File: src/rtl/core/ppu_pkg.sv
// Shared constants and types for the pole projection pipeline.
// Used by every module of the block; depends on nothing else.
package ppu_pkg;

    localparam int FRAC_BITS = 14;
    localparam int ONE       = 1 << FRAC_BITS;
    localparam int SATV      = (ONE > 32767) ? 32767 : ONE;
    localparam int SAT_SQ    = SATV * SATV;

    // Quotient width of the divider, root width of the square root.
    localparam int QW  = $clog2(SAT_SQ);
    localparam int RW  = (QW + 1) / 2;
    localparam int RMW = RW + 2;

    localparam int NW = 64;   // dividend
    localparam int DW = 33;   // divisor
    localparam int MW = 16;   // component magnitude

    localparam longint L3_AXIS = longint'(ONE) * longint'(ONE) * 2;

    localparam logic REG_MODE = 1'b0;
    localparam logic REG_TOL  = 1'b1;

    typedef struct packed {
        logic hidden;
        logic mode;
        logic axis;
        logic sat_x;
        logic sat_y;
        logic neg_x;
        logic neg_y;
    } ctl_t;

    typedef struct packed {
        ctl_t            c;
        logic [MW-1:0]   wx;
        logic [MW-1:0]   wy;
    } side_t;

endpackage

File: src/rtl/core/ppu_div_lane.sv
// Restoring divider, one quotient bit per pipeline stage.
// Depends on ppu_pkg.
module ppu_div_lane
    import ppu_pkg::*;
(
    input  logic           clk,
    input  logic           en,
    input  logic [NW-1:0]  num,
    input  logic [DW-1:0]  den,
    output logic [QW-1:0]  quo
);

    logic [DW-1:0] rem_reg [QW-1];
    logic [QW-1:0] low_reg [QW-1];
    logic [DW-1:0] den_reg [QW-1];
    logic [QW-1:0] quo_reg [QW];

    for (genvar k = 0; k < QW; k++)
    begin : g_stage
        logic [DW-1:0] r_in, d_in;
        logic [QW-1:0] l_in, q_in;
        logic [DW:0]   trial, diff;
        logic          ge;

        if (k == 0)
        begin : g_first
            assign r_in = num[QW +: DW];
            assign l_in = num[QW-1:0];
            assign d_in = den;
            assign q_in = '0;
        end
        else
        begin : g_rest
            assign r_in = rem_reg[k-1];
            assign l_in = low_reg[k-1];
            assign d_in = den_reg[k-1];
            assign q_in = quo_reg[k-1];
        end

        assign trial = {r_in, l_in[QW-1]};
        assign diff  = trial - {1'b0, d_in};
        assign ge    = trial >= {1'b0, d_in};

        always_ff @(posedge clk)
        begin
            if (en)
            begin
                quo_reg[k] <= {q_in[QW-2:0], ge};
            end
        end

        if (k < QW - 1)
        begin : g_carry
            always_ff @(posedge clk)
            begin
                if (en)
                begin
                    rem_reg[k] <= ge ? diff[DW-1:0] : trial[DW-1:0];
                    low_reg[k] <= {l_in[QW-2:0], 1'b0};
                    den_reg[k] <= d_in;
                end
            end
        end
    end

    assign quo = quo_reg[QW-1];

endmodule

File: config.mk
export PLATFORM = sky130hd
export DESIGN_NAME = ppu_div_lane
export DESIGN_NICKNAME = d
export VERILOG_FILES = /design/src/rtl/core/ppu_pkg.sv /design/src/rtl/core/ppu_div_lane.sv
export SDC_FILE = /design/constraint.sdc
export NUM_CORES = 2
export LEC_CHECK = 0
export BUFFER_PORTS_ARGS = -buffer_cell sky130_fd_sc_hd__buf_2
export CORE_MARGIN = 2
export CORE_UTILIZATION = 30
export CTS_BUF_LIST = sky130_fd_sc_hd__clkbuf_16
export DETAILED_ROUTE_END_ITERATION = 8
export SYNTH_ARGS = -nofsm -noshare
export SYNTH_HDL_FRONTEND = slang
export SYNTH_SLANG_ARGS = --single-unit
File: constraint.sdc
create_clock -name clk -period 4.23 [get_ports clk]
set_clock_uncertainty 0.2 [all_clocks]
set_input_delay 0.2115 -clock clk [delete_from_list [all_inputs] [get_ports clk]]
set_output_delay 0.2115 -clock clk [all_outputs]
set_load 0.005 [all_outputs]
==> summary.md <==
| Metric | Value |
|---|---|
| FF-to-FF Start | low_reg[3][26] |
| Drt drc | 0 |
| Placed instance area | around 150000 µm² |
| Asr flop ratio synth | 0 |
| Initial antenna violation count | 3 |
| Detailed Routing Iterations Pass 1 | 6 |
| Vias/cell | between 4 and 5 |
| Cells after Synth | 11470 |
| Clk pin slew, worst setup/hold paths | 0.06 ns |
| Synth cell types | 90 |
| Fin Setup TNS | 0 ns |
| Pre-CTS WS | -0.3731 ns |
| Port bufs | 123 |
| Worst R2R Path Depth | 16 |
| Nets@finish | ~14000 |
| Vias in the first global route | 88550 |
| ANT nets after route | 0 |
| Largest net degree at the start of global routing | 178 |
| Fraction of layout cells with a size suffix above 1 | 0.1292 |
| CTS H-tree lvls | 5 |
| Total CTS buffers | 308 |
| WP data arrival | about 4.7 ns |
| CP Capture Point | rem_reg[1][166] |
| Critical Path Start Type | flip-flop |
| Synth top area share | 0.5730 |
| Critical path class | reg -> reg |
| Largest cells by area after synthesis | edfxtp_1, ha_1, a21oi_1 |
| Cell area after synthesis | 134500 µm² |
| Outcome | completed |
| Main synth FF type | edfxtp_1 |
| Final worst slack | roughly 0.0077 ns |
| DR vias | roughly 88000 |
| Critical Path Source | low_reg[3][26] |
| Endpoints failing hold | 0 |
| Root Driver | clkbuf_16 |
| DR iter-0 viols | 4459 |
| CTS tree | built |
| Syn_nets | approximately 13000 |
| Synth Warn # | 0 |
| Worst slew margin | 0.2716 |
| Pin slew with the least headroom to its limit | 1.093 ns |
| Post-synth EDFFs | 2566 |
| Final Max Tran Viols | 0 |
| Reg2reg setup slack | slightly below 0.008 ns |
| Clk_lat worst skew | 0.92 ns |
| Reg area | around 77000 µm² |
| Total of max-cap violations | 0 |
| Number of top-level pins | about 130 |
| Max VDD drop | about 0.34 mV |
| Die Width | 673.5 µm |
| Fillers | 43370 |
| Placer Congestion | just under 0.9 |
| Grt total ovfl | 0 |
| Total wire length | 304800 µm |
| Die Span Y | around 670 µm |
| Final setup fails | 0 |
| Power Total | 122.3 mW |
| First-pass GRT wire length | about 470000 µm |
| Avg WL per Cell | about 16 µm |
| Finished Layout Cells | about 19000 |
| Most frequent cells in the layout | edfxtp_1, inv_1, a21oi_1, ha_1, nand2_1 |
| Synth-to-Final Area Change | 19.55% |
| Worst EP required | about 4.7 ns |
| CTS Sinks | roughly 2600 |
| Area of the multi-input gates | 52880 µm² |
| Crit share post-route | 0.9982 |
| Post-synth top area cell | edfxtp_1 |
| Starting density of the core | 0.3017 |
| Crit. End Element | flip-flop |
| Syn avg cell area | 11.73 µm² |
| Max Root-Sink Buffers | 4 |
| Fmax | between 200 and 250 MHz |
| Die area | 453600 µm² |
| Hpwl dp | approximately 220000 µm |
| Reg2reg end | rem_reg[1][166] |
| Std-Cell Rows | roughly 250 |
| HP Class | in -> reg |
| Post-route cell area | 160800 µm² |
| PD cells | between 700 and 800 nW/µm² |
| Post-synthesis sequential area ratio | 0.5730 |
| Core area | 445700 µm² |
| Unrepaired setup endpoints after global routing | true |
| Leakage power | ~65 nW |
| Commonest non-fill, non-tap cell in the layout | edfxtp_1 |
| Number of synthesized register bits | 2566 |
| Post-Place Cells | about 18000 |
| Period minus WS final | 4.222 ns |
| GR Util All Layers | 0.1290 |
| Crit Path Max Fanout | 8 |
==> power by group <==
| part | internal, mW | switching [mW] |
|---|---|---|
| clock | 15.6 | 10.7 |
| combinational | 25.6 | 30.0 |
| sequential | 37.0 | 3.51 |
==> cells in the mapped netlist, types with 192 or more instances <==
cell and instances:
clkbuf_1 205, a21o_1 503, o21ai_0 803, mux2_2 247
ha_1 924, inv_1 1203, edfxtp_1 2566, nand3_1 192
xor2_1 304, nand2_1 819, xnor2_1 465, nor2_1 595
a21oi_1 989
==> through the flow <==
step	hold WS (ns)	utilization
2_1_floorplan	0.1104	-
3_3_place_gp	0.1903	0.3283
3_5_place_dp	0.1901	0.3283
4_1_cts	0.03717	0.3576
5_1_grt	0.06613	0.3607
6_report	0.09801	0.3607
==> worst max-delay path, stage by stage, from the launching register on <==
cell	delay [ns]
edfxtp_1	0.37
inv_2	0.09
ha_4	0.14
inv_2	0.04
fa_2	0.37
a21o_1	0.21
nand4_1	0.10
o21ai_2	0.07
o41a_1	0.43
a211o_1	0.39
a311o_1	0.37
nor2_2	0.18
a21oi_2	0.09
a2111oi_4	0.26
buf_4	0.19
buf_12	0.16
mux2_4	0.31
==> repair_timing <==
action,CTS,global route
buffers inserted,11,32
hold buffers,238,0
resized for setup,53,251
gates cloned,6,18
pin swaps,21,78
hold endpoints to repair,1041,0
setup endpoints to repair,304,521
==> how the worst min path moves through the flow <==
| stage | startpoint | to | depth (start not counted) |
|---|---|---|---|
| floorplan | den[0] | den_reg[0][0] | 0 |
| global placement | num[23] | low_reg[0][23] | 1 |
| detailed placement | num[23] | low_reg[0][23] | 1 |
| CTS | en | low_reg[0][18] | 2 |
| global route | en | low_reg[0][18] | 2 |
| finish | en | low_reg[0][18] | 2 |
==> layer usage <==
| metal | routed length [µm] | global-route usage | vias to the layer above | share of wire |
|---|---|---|---|---|
| met4 | 20520 | 0.07774 | 0 | 0.067 |
| li1 | - | - | 44020 | - |
| met1 | 114800 | 0.1335 | 41650 | 0.38 |
| met5 | 0 | 0 | - | 0 |
| met2 | 160600 | 0.2463 | 1527 | 0.53 |
| met3 | 9013 | 0.01649 | 759 | 0.030 |
==> area by class of cell <==
cell class                 instances  share of cell area
multi-input combinational       7430              0.3289
timing repair buffer             960             0.05436
clock buffer                     313             0.04872
clock inverter                   240             0.01431
antenna                            8           0.0001245
tap                             5928             0.04614
inverter                        1204             0.02811
sequential                      2566              0.4793
==> cell families after synthesis <==
| kind of cell | synth area share |
|---|---|
| adders and majority gates | 0.08999 |
| and+or+nand+nor | 0.08232 |
| xor gates and xnor gates | 0.05008 |
| buffers and inverters | 0.04165 |
| muxes | 0.02195 |
| AOI/OAI and AO/OA | 0.1410 |
| DFF | 0.5730 |
No activity file was read; power rests on OpenSTA's default activity.
