[config.mk]
export PLATFORM = sky130hd
export DESIGN_NAME = ppu_sqrt_lane
export DESIGN_NICKNAME = d
export VERILOG_FILES = /design/src/rtl/core/ppu_pkg.sv /design/src/rtl/core/ppu_sqrt_lane.sv
export SDC_FILE = /design/constraint.sdc
export NUM_CORES = 1
export LEC_CHECK = 0
export BUFFER_PORTS_ARGS = -buffer_cell sky130_fd_sc_hd__buf_2
export CAP_MARGIN = 10
export CORE_ASPECT_RATIO = 1.5
export CORE_MARGIN = 1
export CORE_UTILIZATION = 55
export DETAILED_ROUTE_END_ITERATION = 10
export MAX_ROUTING_LAYER = met4
export PLACE_DENSITY_LB_ADDON = 0.1
export SYNTH_ARGS = -nofsm -noshare
export SYNTH_HDL_FRONTEND = slang
export SYNTH_SLANG_ARGS = --single-unit
[constraint.sdc]
create_clock -name clk -period 2.7 [get_ports clk]
set_input_delay 0 -clock clk [delete_from_list [all_inputs] [get_ports clk]]
set_output_delay 0 -clock clk [all_outputs]
set_load 0.05 [all_outputs]
[src/rtl/core/ppu_pkg.sv]
// Shared constants and types for the pole projection pipeline.
// Used by every module of the block; depends on nothing else.
package ppu_pkg;

    localparam int FRAC_BITS = 14;
    localparam int ONE       = 1 << FRAC_BITS;
    localparam int SATV      = (ONE > 32767) ? 32767 : ONE;
    localparam int SAT_SQ    = SATV * SATV;

    // Quotient width of the divider, root width of the square root.
    localparam int QW  = $clog2(SAT_SQ);
    localparam int RW  = (QW + 1) / 2;
    localparam int RMW = RW + 2;

    localparam int NW = 64;   // dividend
    localparam int DW = 33;   // divisor
    localparam int MW = 16;   // component magnitude

    localparam longint L3_AXIS = longint'(ONE) * longint'(ONE) * 2;

    localparam logic REG_MODE = 1'b0;
    localparam logic REG_TOL  = 1'b1;

    typedef struct packed {
        logic hidden;
        logic mode;
        logic axis;
        logic sat_x;
        logic sat_y;
        logic neg_x;
        logic neg_y;
    } ctl_t;

    typedef struct packed {
        ctl_t            c;
        logic [MW-1:0]   wx;
        logic [MW-1:0]   wy;
    } side_t;

endpackage

[src/rtl/core/ppu_sqrt_lane.sv]
// Digit-by-digit integer square root, one root bit per pipeline stage.
// Depends on ppu_pkg.
module ppu_sqrt_lane
    import ppu_pkg::*;
(
    input  logic           clk,
    input  logic           en,
    input  logic [QW-1:0]  rad,
    output logic [RW-1:0]  root
);

    logic [RMW-1:0]  rem_reg  [RW-1];
    logic [2*RW-1:0] val_reg  [RW-1];
    logic [RW-1:0]   root_reg [RW];

    for (genvar k = 0; k < RW; k++)
    begin : g_stage
        logic [RMW-1:0]  r_in;
        logic [2*RW-1:0] v_in;
        logic [RW-1:0]   q_in;
        logic [RMW+1:0]  trial_rem, trial, diff;
        logic            ge;

        if (k == 0)
        begin : g_first
            assign r_in = '0;
            assign v_in = (2*RW)'(rad);
            assign q_in = '0;
        end
        else
        begin : g_rest
            assign r_in = rem_reg[k-1];
            assign v_in = val_reg[k-1];
            assign q_in = root_reg[k-1];
        end

        assign trial_rem = {r_in, v_in[2*RW-1 -: 2]};
        assign trial     = (RMW+2)'({q_in, 2'b01});
        assign diff      = trial_rem - trial;
        assign ge        = trial_rem >= trial;

        always_ff @(posedge clk)
        begin
            if (en)
            begin
                root_reg[k] <= {q_in[RW-2:0], ge};
            end
        end

        if (k < RW - 1)
        begin : g_carry
            always_ff @(posedge clk)
            begin
                if (en)
                begin
                    rem_reg[k] <= ge ? diff[RMW-1:0] : trial_rem[RMW-1:0];
                    val_reg[k] <= {v_in[2*RW-3:0], 2'b00};
                end
            end
        end
    end

    assign root = root_reg[RW-1];

endmodule

==> impl_metrics.tcl, run 1 <==
set metrics [dict create \
    status "finished, violations left" \
    violations "design-rule violations" \
    skew_ns 0.0232 \
    hp-start "rad[7]" \
    fin_nets 1979 \
    first_global_vias 13444 \
    die_h_um 248 \
    path_max_fanout 10 \
    drive_above_1_share_pct 14.6 \
    n_antenna_cell 0 \
    ys_warn_count 0 \
    area_delta_synth_final_pct 15.1 \
    slew_viol_final 0 \
    cts_tree "built" \
    timing.rr.start "rem_reg[1][32]" \
    post-place-cells 2249 \
    fin_ws_ns 0.0873 \
    worstPathRequired_ns 3.03 \
    p_int_mw 13.9 \
    cts_made_buffers 46 \
    vias 13232 \
    initial_core_util_pct 56.1 \
    ys_seq_area_share_pct 64.7 \
    setup.worst_path.start_class "register" \
    synth_area_mm2 0.0222 \
    p_seq_share_pct 51.3 \
    drt-initial-drc-count 724 \
    ant_nets 0 \
    switching_share_pct 25.3 \
    port_buffers 43 \
    cts.clk_slew.worst_paths_ns 0.06 \
    clkLatencyLatePin_ns 0.58 \
    multi_input_area_mm2 0.00730 \
    setup_violations 0 \
    synth_edf_count 479 \
    crit_path_end_kind "register" \
    synth_top_flop_cell "edfxtp_1" \
    finalWirelength_um 42400 \
    grt_usage_pct 21.6 \
    p_per_area_mw_per_mm2 728 \
    netSwitchingPower_mw 4.71 \
    drc 1 \
    die_area_mm2 0.0412 \
    combPwrFrac_pct 15.5 \
    cts-root-buf "clkbuf_16" \
    nFillCells 2920 \
    r2r_cells 7 \
    grt_pass1_wl_um 67200 \
    fin_crit_sh_pct 96.8 \
    viasPerCell 5.60 \
    htreeDepth 2 \
    io_pins 44 \
    dp_hpwl_um 31200 \
    leakage_nw 9.99 \
    startpoint "rem_reg[1][32]" \
    clockBufferDepth 3 \
    synthArstFlopShare_pct 0 \
    grt_max_degree 75 \
    grt_antenna_before_repair 0 \
    fp.coreArea_mm2 0.0396 \
    gp_congestion 0.883 \
    hold_depth 2 \
    synthesis.instances 1637 \
    post-route-min-period_ns 2.61 \
    layout.cells.non_filler 2364 \
    largest_reg_flops 192 \
    synth_fp_nets 1786 \
    wl_per_cell_um 17.9 \
    grt-ovfl-total 0 \
    rows 89 \
    cts.sinks 479 \
    seqCellArea_mm2 0.0144 \
    fin_util_pct 64.6 \
    peakVddDrop_mv 0.622 \
    crit_type "register to register" \
    hold_viol 0 \
    final_cell_mix "edfxtp_1, inv_1, ha_1" \
    avgSynthCellArea_um2 13.6 \
    cap_violations 0 \
    relSlewSlack_pct 53.6 \
    die_w_um 166 \
    clock.fmax_mhz 383 \
    dr.pass1.iters 10 \
    hold_path_class "primary input to register" \
    place_ws_ns -0.00856 \
    layout_commonest_cell "edfxtp_1" \
    ys_seq_elements 479 \
    ys_types 80 \
    tightestPinTransition_ns 0.691 \
    crit_arrival_ns 2.94 \
    clkPwrFrac_pct 33.2 \
]
## power groups by stage
stage	Combinational, mW	Clock [mW]	Sequential, mW
3_5_place_dp	2.81	0	9.73
3_3_place_gp	2.77	0	9.71
2_1_floorplan	1.91	0	9.58
6_report	2.89	6.18	9.57
4_1_cts	2.87	6.35	9.57
5_1_grt	3.22	6.63	9.63
## layer usage
metal | vias to the layer above | wire (um) | track usage, %
met5 | - | 0 | -
met4 | 0 | 1580 | 8.58
met3 | 92 | 1110 | 2.61
met2 | 206 | 25000 | 44.4
met1 | 6430 | 14700 | 19.7
li1 | 6504 | - | -
## final cells by class
type,count,area share [%]
Clock buffer,55,4.63
Clock inverter,27,1.06
Inverter,140,2.07
Multi-Input combinational cell,998,28.5
Sequential cell,479,56.2
Tap cell,500,2.44
Timing Repair Buffer,165,5.11
## path summary, 6_finish.rpt
check	endpoint	slack, ns
setup reg to reg	rem_reg[1][52]	0.09
setup / recovery	rem_reg[1][52]	0.09
hold reg to reg	val_reg[0][207]	0.41
hold / removal	val_reg[0][7]	0.13
## stage by stage
| stage | hold WS [ns] | TNS, ns | area [um^2] | total power, mW |
|---|---|---|---|---|
| after detailed placement | 0.178 | -0.00856 | 23700 | 12.5 |
| after global routing | 0.116 | -0.0116 | 25600 | 19.5 |
| after global placement | 0.177 | 0 | 23700 | 12.5 |
| final | 0.135 | 0 | 25600 | 18.6 |
| after floorplan | 0.0989 | 0 | 22200 | 11.5 |
| after CTS | 0.0933 | 0 | 25500 | 18.8 |
## repair_timing
action | CTS | global route
hold buffers | 30 | 0
pin swaps | 0 | 1
resized for setup | 1 | 19
endpoints found under the setup margin | 1 | 36
buffers inserted | 0 | 3
hold endpoints to repair | 78 | 0
## cells in the mapped netlist (13+ instances only)
cell	instances	area (um^2)
nand4_1	16	100
a21o_1	21	158
nor2_1	98	368
a21oi_1	83	415
a31oi_1	13	81.3
or3_1	26	163
ha_1	119	1490
xor2_1	57	499
nor4_1	17	106
edfxtp_1	479	14400
xnor2_1	72	631
nor3_1	36	180
mux2_2	27	304
o21a_1	21	158
nand2b_1	23	144
o21ai_0	70	350
nand2_1	72	270
nor2b_1	22	138
inv_1	137	514
nand3_1	29	145
## critical path: stages, from the launching register on
cell and delay, ns:
edfxtp_1 0.40, ha_1 0.32, nor2b_1 0.16, o31a_1 0.32, o311a_1 0.41, nor3_2 0.18
buf_6 0.20, mux2_2 0.37
## cells by family (layout without fill, tap and decap cells)
group,after synthesis,after routing,share of synthesized area (%)
flops,479,479,64.7
simple gates,409,409,9.76
compound gates,296,296,8.58
buf+inv,160,387,2.85
xor+xnor,129,129,5.08
fa+ha+maj,119,119,6.70
mux,44,44,2.32
other cells,1,1,0.0169
Note: power is estimated with default switching activity, not from simulation.
==> run 2, diff against run 1 <==
--- a/config.mk
+++ b/config.mk
@@ -5,6 +5,7 @@
 export SDC_FILE = /design/constraint.sdc
 export NUM_CORES = 1
 export LEC_CHECK = 0
+export ABC_AREA = 1
 export BUFFER_PORTS_ARGS = -buffer_cell sky130_fd_sc_hd__buf_2
 export CAP_MARGIN = 10
 export CORE_ASPECT_RATIO = 1.5
@@ -13,6 +14,8 @@
 export DETAILED_ROUTE_END_ITERATION = 10
 export MAX_ROUTING_LAYER = met4
 export PLACE_DENSITY_LB_ADDON = 0.1
+export REMOVE_ABC_BUFFERS = 1
+export SKIP_LAST_GASP = 1
 export SYNTH_ARGS = -nofsm -noshare
 export SYNTH_HDL_FRONTEND = slang
 export SYNTH_SLANG_ARGS = --single-unit
==> run 2 against run 1 <==
The run now ends clean. Non-clock buffer count is 76 lower. Worst setup slack better by 0.36 ns. Hold slack gained 0.0056 ns. Clock power is 12% higher. Cell count increased by 43%. Register-to-register slack better by 0.36 ns. Largest cell class unchanged.
==> impl_metrics.tcl, run 2 <==
set metrics [dict create \
    status "complete, no violations" \
    grt_pass1_wl_um 86400 \
    final_cell_mix "nand2_1, edfxtp_1, inv_1" \
    htreeDepth 2 \
    viasPerCell 5.14 \
    gp_congestion 0.940 \
    peakVddDrop_mv 0.644 \
    synth_commonest_cells "nand2_1, edfxtp_1, inv_1, nor2_1, nand3_1" \
    crit_buf_inv 4 \
    cap_violations 0 \
    fin_crit_sh_pct 83.4 \
    ys_seq_elements 479 \
    clock.fmax_mhz 444 \
    synth_edf_count 479 \
    dp_hpwl_um 41200 \
    drt-initial-drc-count 926 \
    clkLatencyLatePin_ns 0.57 \
    area_delta_synth_final_pct 11.8 \
    path_max_fanout 7 \
    slowest_stage "edfxtp_1" \
    cts.sinks 479 \
    ys_seq_area_share_pct 57.8 \
    post-route-min-period_ns 2.25 \
    fp.coreArea_mm2 0.0447 \
    hold_viol 0 \
    wl_per_cell_um 16.0 \
    yosysTopAreaCellShare_pct 57.8 \
    grt_usage_pct 24.6 \
    setup.worst_path.start_class "register" \
    avgSynthCellArea_um2 9.41 \
    synth_top_flop_cell "edfxtp_1" \
    hold_path_class "primary input to register" \
    ant_nets 0 \
    port_buffers 43 \
    critPathTopFamily "simple AND/OR/NAND/NOR gates" \
    path_common_cell "nand2_1" \
    cts-root-buf "clkbuf_16" \
    drc 0 \
    layout_commonest_cell "nand2_1" \
    synthArstFlopShare_pct 0 \
    drive_above_1_share_pct 6.92 \
    leakage_nw 12.7 \
    clockBufferDepth 3 \
    cts.clk_slew.worst_paths_ns 0.07 \
    die_h_um 263 \
    crit_chain "inv_1, ha_1, nand2_1, inv_1, nand2_1, nand2_1, inv_1, nand3_1, a21oi_2, buf_4, nand2_1, nand2_1" \
    grt_max_degree 86 \
    relSlewSlack_pct 53.5 \
    first_global_vias 17399 \
    cts_made_buffers 47 \
    grt-ovfl-total 0 \
    tns_ns 0 \
    synth_area_leaders "edfxtp_1, nand2_1, inv_1" \
    largest_reg_flops 192 \
    crit_path_end_kind "register" \
    die_w_um 176 \
    vias 17388 \
    die_area_mm2 0.0461 \
    crit_arrival_ns 2.67 \
    finalWirelength_um 54100 \
    io_pins 44 \
    yosysMostFrequentCell "nand2_1" \
    worstPathRequired_ns 3.12 \
    cts_setup_buffers 0 \
    setup_violations 0 \
    ys_warn_count 0 \
    fin_nets 2916 \
    skew_ns 0.0292 \
    cts_tree "built" \
    p_per_area_mw_per_mm2 712 \
    rsz0062_at_grt "no" \
    ys_types 41 \
    synth_area_mm2 0.0249 \
    tightestPinTransition_ns 0.697 \
    crit_type "register to register" \
    rows 95 \
    critPathMaxStageDelay_ns 0.44 \
    yosys.area.top_type "edfxtp_1" \
    slew_viol_final 0 \
    fin_util_pct 62.3 \
    initial_core_util_pct 55.7 \
    dr.pass1.iters 7 \
    grt_antenna_before_repair 0 \
    n_antenna_cell 0 \
    synthesis.instances 2645 \
]
## run 2: cell types whose count changed in the layout (fill, tap and decap cells not counted), moves of 25 or more
cell	delta
nand2_1	+750
inv_1	+332
nand3_1	+134
nor2_1	+75
buf_4	-74
xnor2_1	-48
mux2_2	-27
or3_1	-25
## run 2: through the flow
step / std cells / cell area (um^2) / setup WS (ns) / power [mW] / hold slack, ns
floorplan: 2629 / 24700 / 0.442 / 11.9 / 0.0989
global placement: 3270 / 25900 / 0.428 / 13.0 / 0.176
detailed placement: 3270 / 25900 / 0.434 / 13.0 / 0.178
CTS: 3384 / 27800 / 0.445 / 20.0 / 0.102
global route: 3384 / 27800 / 0.234 / 20.8 / 0.123
finish: 3384 / 27800 / 0.449 / 19.8 / 0.140
## run 2: worst register-to-register path, delay by kind of cell, from the launching register on
kind,cells,cell delay (ns)
AO/OA/AOI/OAI,1,0.35
adder cells (fa/ha/maj),1,0.35
AND/OR/NAND/NOR,6,0.55
buffers and inverters,4,0.42
flip-flops,1,0.44
## run 2: area by class of cell
class | instances | area, um^2
fillers | 3791 | 16900
clock buffers | 55 | 1210
well taps | 582 | 728
multi-input cells | 1669 | 8550
flip-flops and latches | 479 | 14400
inverters | 481 | 1810
clock inverters | 29 | 427
repair buffers | 89 | 721
## run 2: final timing paths
kind | startpoint | end | slack [ns] | cells past startpoint
worst max-delay path | root_reg[1][21] | rem_reg[1][32] | 0.45 | 12
worst min-delay path | rad[7] | val_reg[0][7] | 0.14 | 2
worst max register to register | root_reg[1][21] | rem_reg[1][32] | 0.45 | 12
worst min register to register | val_reg[1][22] | val_reg[1][50] | 0.41 | 0
## run 2: kinds of logic (layout without fill, tap and decap cells)
family	count (synthesis)	in the layout	synth area share, %
adders and majority gates	119	119	5.98
AOI/OAI and AO/OA	194	194	4.16
and+or+nand+nor	1289	1289	21.9
xor gates and xnor gates	66	66	2.32
other	1	1	0.0151
DFF	479	479	57.8
buffers and inverters	497	654	7.88
## run 2: routing by layer
metal	share of wire (%)	vias to the layer above	wire (um)	track usage [%]
met1	39	8032	20800	26.2
li1	-	8858	-	-
met5	0	-	0	-
met4	3.7	0	1990	9.40
met2	55	376	29500	46.0
met3	3.2	122	1730	2.59
## run 2: power breakdown
part	total, mW	internal, mW	switching [mW]	leakage (nW)
registers	9.53	9.09	0.448	4.59
clock network	6.90	4.10	2.80	0.765
logic	3.37	1.15	2.22	7.34
## run 2: repair_timing
action                    in CTS  in global routing
hold endpoints to repair     104                  0
resized for setup              0                  0
hold buffers                  30                  0
